**config.mk**
```make
export PLATFORM = sky130hd
export DESIGN_NAME = yuv_to_rgb_pixel_pair_converter_unit
export DESIGN_NICKNAME = d
export VERILOG_FILES = /design/src/hw/rtl/yuvrgb_pkg.sv /design/src/hw/rtl/yuvrgb_conv.sv /design/src/hw/rtl/yuv_to_rgb_pixel_pair_converter_unit.sv
export SDC_FILE = /design/constraint.sdc
export NUM_CORES = 1
export LEC_CHECK = 0
export BUFFER_PORTS_ARGS = -buffer_cell sky130_fd_sc_hd__buf_2
export CAP_MARGIN = 5
export CORE_ASPECT_RATIO = 0.9
export CORE_UTILIZATION = 60
export DETAILED_ROUTE_END_ITERATION = 8
export PLACE_DENSITY_LB_ADDON = 0.3
export SLEW_MARGIN = 30
export SYNTH_ARGS = -nofsm -noshare
export SYNTH_HDL_FRONTEND = slang
export SYNTH_SLANG_ARGS = --single-unit
```
**constraint.sdc**
```tcl
create_clock -name clk -period 15.6 [get_ports clk]
set_input_delay 3.12 -clock clk [delete_from_list [all_inputs] [get_ports clk]]
set_output_delay 3.12 -clock clk [all_outputs]
set_load 0.03 [all_outputs]
```
**src/hw/rtl/yuvrgb_pkg.sv**
```systemverilog
package yuvrgb_pkg;

  // Signed width of one constant-gain product (sample offset times gain).
  localparam int PROD_W = 19;
  // Signed width of a scaled term and of a channel sum before clamping.
  localparam int TERM_W = 11;

  localparam logic [7:0] LUMA_OFS = 8'd16;

  localparam logic signed [PROD_W-1:0] LUMA_GAIN = 19'sd298;
  localparam logic signed [PROD_W-1:0] CR_TO_R   = 19'sd459;
  localparam logic signed [PROD_W-1:0] CB_TO_B   = 19'sd541;
  localparam logic signed [PROD_W-1:0] CB_TO_G   = -19'sd55;
  localparam logic signed [PROD_W-1:0] CR_TO_G   = -19'sd137;

  typedef struct packed {
    logic [7:0] luma_first;
    logic [7:0] luma_second;
    logic [7:0] chroma_blue;
    logic [7:0] chroma_red;
  } yuvrgb_in_t;

  typedef struct packed {
    logic [7:0] red_first;
    logic [7:0] green_first;
    logic [7:0] blue_first;
    logic [7:0] red_second;
    logic [7:0] green_second;
    logic [7:0] blue_second;
  } yuvrgb_out_t;

endpackage

```
**src/hw/rtl/yuvrgb_conv.sv**
```systemverilog
module yuvrgb_conv (
  input  yuvrgb_pkg::yuvrgb_in_t  pix_in,
  output yuvrgb_pkg::yuvrgb_out_t pix_out
);

  // Divide by 256 rounding toward zero: bias negative products before the shift.
  function automatic logic signed [yuvrgb_pkg::TERM_W-1:0] div256(
    input logic signed [yuvrgb_pkg::PROD_W-1:0] p
  );
    logic signed [yuvrgb_pkg::PROD_W-1:0] b;
    begin
      b = p[yuvrgb_pkg::PROD_W-1] ? (p + 19'sd255) : p;
      return $signed(b[yuvrgb_pkg::PROD_W-1:8]);
    end
  endfunction

  function automatic logic [7:0] clamp8(input logic signed [yuvrgb_pkg::TERM_W-1:0] v);
    logic [7:0] r;
    begin
      if (v[yuvrgb_pkg::TERM_W-1]) begin
        r = 8'd0;
      end else if (v[yuvrgb_pkg::TERM_W-2:8] != '0) begin
        r = 8'd255;
      end else begin
        r = v[7:0];
      end
      return r;
    end
  endfunction

  logic signed [7:0] cb_s;
  logic signed [7:0] cr_s;
  logic signed [8:0] y0_s;
  logic signed [8:0] y1_s;

  logic signed [yuvrgb_pkg::TERM_W-1:0] r_term;
  logic signed [yuvrgb_pkg::TERM_W-1:0] g_term;
  logic signed [yuvrgb_pkg::TERM_W-1:0] b_term;
  logic signed [yuvrgb_pkg::TERM_W-1:0] l0_term;
  logic signed [yuvrgb_pkg::TERM_W-1:0] l1_term;

  // Offset-128 chroma to two's complement: flip the top bit.
  assign cb_s = $signed({~pix_in.chroma_blue[7], pix_in.chroma_blue[6:0]});
  assign cr_s = $signed({~pix_in.chroma_red[7], pix_in.chroma_red[6:0]});
  assign y0_s = $signed({1'b0, pix_in.luma_first})  - $signed({1'b0, yuvrgb_pkg::LUMA_OFS});
  assign y1_s = $signed({1'b0, pix_in.luma_second}) - $signed({1'b0, yuvrgb_pkg::LUMA_OFS});

  assign r_term  = div256(yuvrgb_pkg::PROD_W'(cr_s) * yuvrgb_pkg::CR_TO_R);
  assign b_term  = div256(yuvrgb_pkg::PROD_W'(cb_s) * yuvrgb_pkg::CB_TO_B);
  assign g_term  = div256(yuvrgb_pkg::PROD_W'(cb_s) * yuvrgb_pkg::CB_TO_G)
                 + div256(yuvrgb_pkg::PROD_W'(cr_s) * yuvrgb_pkg::CR_TO_G);
  assign l0_term = div256(yuvrgb_pkg::PROD_W'(y0_s) * yuvrgb_pkg::LUMA_GAIN);
  assign l1_term = div256(yuvrgb_pkg::PROD_W'(y1_s) * yuvrgb_pkg::LUMA_GAIN);

  assign pix_out.red_first    = clamp8(l0_term + r_term);
  assign pix_out.green_first  = clamp8(l0_term + g_term);
  assign pix_out.blue_first   = clamp8(l0_term + b_term);
  assign pix_out.red_second   = clamp8(l1_term + r_term);
  assign pix_out.green_second = clamp8(l1_term + g_term);
  assign pix_out.blue_second  = clamp8(l1_term + b_term);

endmodule

```
**src/hw/rtl/yuv_to_rgb_pixel_pair_converter_unit.sv**
```systemverilog
// Channel   Ports                              Payload
// -------   --------------------------------   ---------------------------------
// input     in_valid, in_stall, in_data        yuvrgb_in_t  (Y0, Y1, Cb, Cr)
// output    out_valid, out_stall, out_data     yuvrgb_out_t (RGB of both pixels)
//
// One pixel pair per clock while out_stall is low; each transaction passes
// through the input register, then the result register, before out_valid
// shows its converted pair.
// The conversion sits in one combinational pass between those two registers.
// Reset (rst_n low, synchronous) clears both valid flags; payload is not reset.
// out_stall holds the result register; the input register keeps filling until
// it too holds a transaction, and only then is in_stall raised.
module yuv_to_rgb_pixel_pair_converter_unit (
  input  logic                    clk,
  input  logic                    rst_n,
  input  logic                    in_valid,
  output logic                    in_stall,
  input  yuvrgb_pkg::yuvrgb_in_t  in_data,
  output logic                    out_valid,
  input  logic                    out_stall,
  output yuvrgb_pkg::yuvrgb_out_t out_data
);

  yuvrgb_pkg::yuvrgb_in_t  in_r;
  logic                    in_vld_r;
  yuvrgb_pkg::yuvrgb_out_t out_r;
  logic                    out_vld_r;
  yuvrgb_pkg::yuvrgb_out_t conv_rgb;

  logic out_adv;   // result register can take a new transaction this cycle
  logic in_adv;    // input register can take a new transaction this cycle

  assign out_adv  = !out_vld_r || !out_stall;
  assign in_adv   = !in_vld_r || out_adv;
  assign in_stall = !in_adv;

  yuvrgb_conv u_conv (
    .pix_in  (in_r),
    .pix_out (conv_rgb)
  );

  // Input register: capture a transaction whenever the stage drains or is empty.
  always_ff @(posedge clk) begin
    if (!rst_n) begin
      in_vld_r <= 1'b0;
    end else if (in_adv) begin
      in_vld_r <= in_valid;
    end
  end

  always_ff @(posedge clk) begin
    if (in_adv && in_valid) begin
      in_r <= in_data;
    end
  end

  // Result register: advance the converted pair; hold it while stalled.
  always_ff @(posedge clk) begin
    if (!rst_n) begin
      out_vld_r <= 1'b0;
    end else if (out_adv) begin
      out_vld_r <= in_vld_r;
    end
  end

  always_ff @(posedge clk) begin
    if (out_adv && in_vld_r) begin
      out_r <= conv_rgb;
    end
  end

  assign out_valid = out_vld_r;
  assign out_data  = out_r;

endmodule
```
# Word level (Yosys, flattened, before mapping)

Index checks and enable logic that the tools add are counted.

$add $sub $neg: 15
$mul: 6
Mux-type cells: 12
Bitwise operators: 2
Reductions and logical operators: 14

Operators by type and width:

| cell                                                                 | number |
|---|---|
| 19-bit by 9-bit adder with 19-bit output, second input constant      | 6 |
| 19-bit two-way mux                                                   | 6 |
| 11-bit adder                                                         | 7 |
| 8-bit two-way mux                                                    | 6 |
| 9-bit by 9-bit multiplier with 18-bit output, second input constant  | 2 |
| 8-bit by 11-bit multiplier with 19-bit output, second input constant | 1 |
| 8-bit by 10-bit multiplier with 18-bit output, second input constant | 1 |
| 8-bit by 5-bit subtractor with 9-bit output, second input constant   | 2 |
| 8-bit by 9-bit multiplier with 17-bit output, second input constant  | 1 |
| 8-bit by 7-bit multiplier with 15-bit output, second input constant  | 1 |
| 2-bit nonzero test                                                   | 6 |
| 1-bit logical NOT                                                    | 4 |
| 1-bit logical AND                                                    | 2 |
| 1-bit logical OR                                                     | 2 |
| 1-bit NOT                                                            | 2 |

Flip-flop bits (word level): 82
Output and inout port bits: 50

# Longest topological paths before layout

Depth in word-level cells: 8
Mapped depth: 37

# Hierarchy

Synthesis repeated with hierarchy kept, for this count alone.

Cell total of the unflattened synthesis: 1679
Area total of the unflattened synthesis: 15477.3 um2

By module, submodules not included:

| module                               | instances | cells an instance | area each (um2) |
|---|---|---|---|
| yuvrgb_conv                          | 1         | 1591              | 12991.2 |
| yuv_to_rgb_pixel_pair_converter_unit | 1         | 88                | 2486.1 |

# Least setup slack after synthesis

No wires, ideal clock.

Kind: register -> register
Start: register in_r[0] in the netlist's numbering
End: register out_r, in the netlist out_data[8], data pin
Setup time: 0.266 ns
Arrival time: 7.695 ns
Data required time: 15.334 ns
Slack: 7.639 ns
Stages on the path, launching flop included: 33
Buffers on the path: 0
Cell sequence: edfxtp_1 > inv_1 > ha_1 > inv_1 > fa_1 > inv_1 > fa_1 > inv_1 > fa_1 > inv_1 > ha_1 > or4_1 > o22ai_2 > o21ai_2 > a221oi_2 > xnor2_1 > and3_1 > nand2_1 > xor2_1 > ha_1 > a21o_1 > and4_1 > a2111oi_1 > xnor2_1 > ha_1 > or3_1 > o21ai_0 > a21oi_1 > a21o_1 > a21oi_1 > xnor2_1 > xnor2_2 > nor2_1

Longest elaborated chain between the ends: 7

Ends and longest elaborated chain:

| element                                          | RTL line                                   | RTL |
|---|---|---|
| start: declaration                               | yuv_to_rgb_pixel_pair_converter_unit.sv:24 | `yuvrgb_pkg::yuvrgb_in_t in_r;` |
| start signal: assignment                         | yuv_to_rgb_pixel_pair_converter_unit.sv:53 | `in_r <= in_data;` |
| 8-bit by 9-bit multiplier with 17-bit output (*) | yuvrgb_conv.sv:51                          | `+ div256(yuvrgb_pkg::PROD_W'(cr_s) * yuvrgb_pkg::CR_TO_G);` |
| 19-bit by 9-bit adder with 19-bit output         | yuvrgb_conv.sv:12                          | `b = p[yuvrgb_pkg::PROD_W-1] ? (p + 19'sd255) : p;` |
| 19-bit two-way mux (*)                           | yuvrgb_conv.sv:12                          |  |
| 11-bit adder (*)                                 | yuvrgb_conv.sv:51                          |  |
| 11-bit adder (*)                                 | yuvrgb_conv.sv:59                          | `assign pix_out.green_second = clamp8(l1_term + g_term);` |
| 2-bit nonzero test                               | yuvrgb_conv.sv:22                          | `end else if (v[yuvrgb_pkg::TERM_W-2:8] != '0) begin` |
| 8-bit two-way mux                                | yuvrgb_conv.sv:22                          |  |
| end signal: assignment                           | yuv_to_rgb_pixel_pair_converter_unit.sv:68 | `out_r <= conv_rgb;` |
| end: declaration                                 | yuv_to_rgb_pixel_pair_converter_unit.sv:26 | `yuvrgb_pkg::yuvrgb_out_t out_r;` |

Every way passes the cells marked *; elsewhere a longest branch is shown, timed or not.
A chain may end at the register's enable or synchronous reset.

# Worst setup path after layout

Start: register in_r[0] in the netlist's numbering
End: register out_r, in the netlist out_data[14], data pin

Same word-level chain as after synthesis.

==> reports/metrics.csv <==
metric,value,unit
start_kind,flip-flop,
numCtsBuffers,9,
syn_inst,1710,
fillers,2081,
row_count,55,
ctsResizeCount,0,
start_util,61.51,%
cpMaxStageDelayCell,a2111oi_1,
final_cell_mix,"ha_1, inv_1, xnor2_1, a21oi_1, fa_1",
grt-ovfl-total,0,
rsz0062_at_grt,no,
path_class,flip-flop to flip-flop,
min_path_type,flip-flop to flip-flop,
cts_tree,yes,
num-nets-final,2244,
ys.flop_type,edfxtp_1,
dr.pass1.iters,5,
final_util,66.19,%
ys_warn_count,0,
track_usage,27.03,%
ys_top_cells_by_area,"ha_1, edfxtp_1, fa_1",
antenna_cells,0,
grt_pass1_wl,57680,µm
fin_area,16760,µm²
place_area,16430,µm²
slew_violations,0,
drt_iter0_drc,831,
finClkSkew,12.00,ps
placedCellCount,2130,
vias_per_cell,5.660,
grt_pass1_vias,12050,
wl,34430,µm
gp_congestion,0.9135,
io_pins,86,
core_area,25320,µm²
setup_violations,0,
required,15680,ps
slew-limit-headroom,42.55,%
die_x,171.8,µm
area_delta_synth_final,7.615,%
fmax,112.5,MHz
synth_edf_count,80,
dpl.hpwl,29020,µm
vias,12150,
drc,0,
finalSetupTns,0,ps
cp_max_fo,9,
cpPeakStageDelay,640,ps
yosysTopAreaCell,ha_1,
grt_max_degree,49,
fp.dieArea,26610,µm²
antenna_found_initial,0,
post_cts.repair.setup_buffers,0,
synth_top_area_share,25.06,%
root_buffer,clkbuf_16,
worst_pin_slew,856.6,ps
post_drt_wl_per_cell,16.04,µm
io_buffers,85,
synth_fp_nets,2155,
cts_sinks,82,
cap_violations,0,
syn_area,15580,µm²
clock_latency,350,ps
path_clk_slew,70,ps
fp.dieH,154.9,µm
clk_path_buf_depth,2,
finalHoldViolations,0,
drive_above_1_share,9.313,%
cpMostUsedCell,inv_1,
critPathArrivalTime,8970,ps
synth_seq_cells,82,
post-route-min-period,8889,ps
final_common_cell,ha_1,
avgSynthCellArea,9.109,µm²
fin_crit_sh,56.98,%
drtAntennaViolNets,0,
stdcell_count,2146,
synthArstFlopShare,0,%
status,finished clean,
cts.hold.buffers_added,0,
yosysSeqAreaShare,15.68,%
ctsHtreeMaxLevel,3,
synth.distinct_cells,94,
critPathCaptureType,flip-flop,
sequential cells by signal, summed over array words and instances (netlist names):
signal     count
in_vld_r       1
out_data      48
out_valid      1
in_r          32
final timing paths:
path                            startpoint      endpoint  slack [ps]  cells after the start
worst max-delay path               in_r[0]  out_data[14]        6710                     32
worst min-delay path              in_vld_r     out_valid         530                      2
worst max register to register     in_r[0]  out_data[14]        6710                     32
worst min register to register    in_vld_r     out_valid         530                      2
cell usage after synthesis, types with 7 or more instances:
cell type and instances:
edfxtp_1 80, nand2_1 75, or2_2 11, nor2_1 96
nand3_1 21, fa_1 97, nand2b_1 23, o21a_1 26
nor3_1 25, o21ai_1 8, xnor2_1 113, mux2_2 7
a31oi_1 10, nor4_1 8, a21boi_0 8, xor2_1 66
nor3b_1 9, inv_1 292, a21oi_1 108, a21o_1 30
a211oi_1 9, and3_1 11, o21ai_0 57, o21bai_1 13
nor2b_1 29, ha_1 312, mux2i_1 8, o211ai_1 8
and2_1 9
logic make-up (layout without fill, tap and decap cells):
kind of cell | after synthesis | after routing | share of synthesized area [%]
AO/OA/AOI/OAI | 359 | 359 | 15.72
flip-flops | 82 | 82 | 15.68
XOR/XNOR | 185 | 185 | 10.69
buffers and inverters | 302 | 396 | 7.310
AND/OR/NAND/NOR | 358 | 358 | 12.05
adder cells (fa/ha/maj) | 409 | 409 | 37.53
multiplexers | 15 | 15 | 1.020
worst max-delay path, delay by kind of cell (launching register included):
kind	cells	cell delay, ps
AOI/OAI and AO/OA	10	2160
buffers and inverters	5	400
and+or+nand+nor	5	1410
DFF	1	600
adders and majority gates	7	2950
xor gates and xnor gates	5	1090
cell type report:
| cell class | instances | area, µm² | area share [%] |
|---|---|---|---|
| inverter | 293 | 1100 | 6.561 |
| clock buffer | 10 | 229.0 | 1.366 |
| multi-input combinational | 1326 | 12040 | 71.84 |
| tap | 342 | 427.9 | 2.553 |
| clock inverter | 6 | 81.33 | 0.4852 |
| timing repair buffer | 87 | 440.4 | 2.627 |
| sequential | 82 | 2442 | 14.57 |
metrics by stage:
step / hold WS (ps) / setup WS, ps
6_report: 525.1 / 6711
5_1_grt: 618.2 / 6172
4_1_cts: 530.0 / 6756
3_5_place_dp: 520.9 / 6856
3_3_place_gp: 489.5 / 7098
2_1_floorplan: 466.2 / 7639
metal layers:
metal | up-vias | part of all wire [%] | GRT usage [%] | routed length, µm
met5 | - | 0 | 0 | 0
met4 | 0 | 2.3 | 7.922 | 788
met3 | 52 | 4.6 | 2.442 | 1592
met2 | 285 | 46 | 44.88 | 15820
met1 | 5728 | 47 | 37.41 | 16230
li1 | 6082 | - | - | -
Power is not shown: default switching activity piles up to over one toggle a cycle in this logic, so the estimate is an artifact.
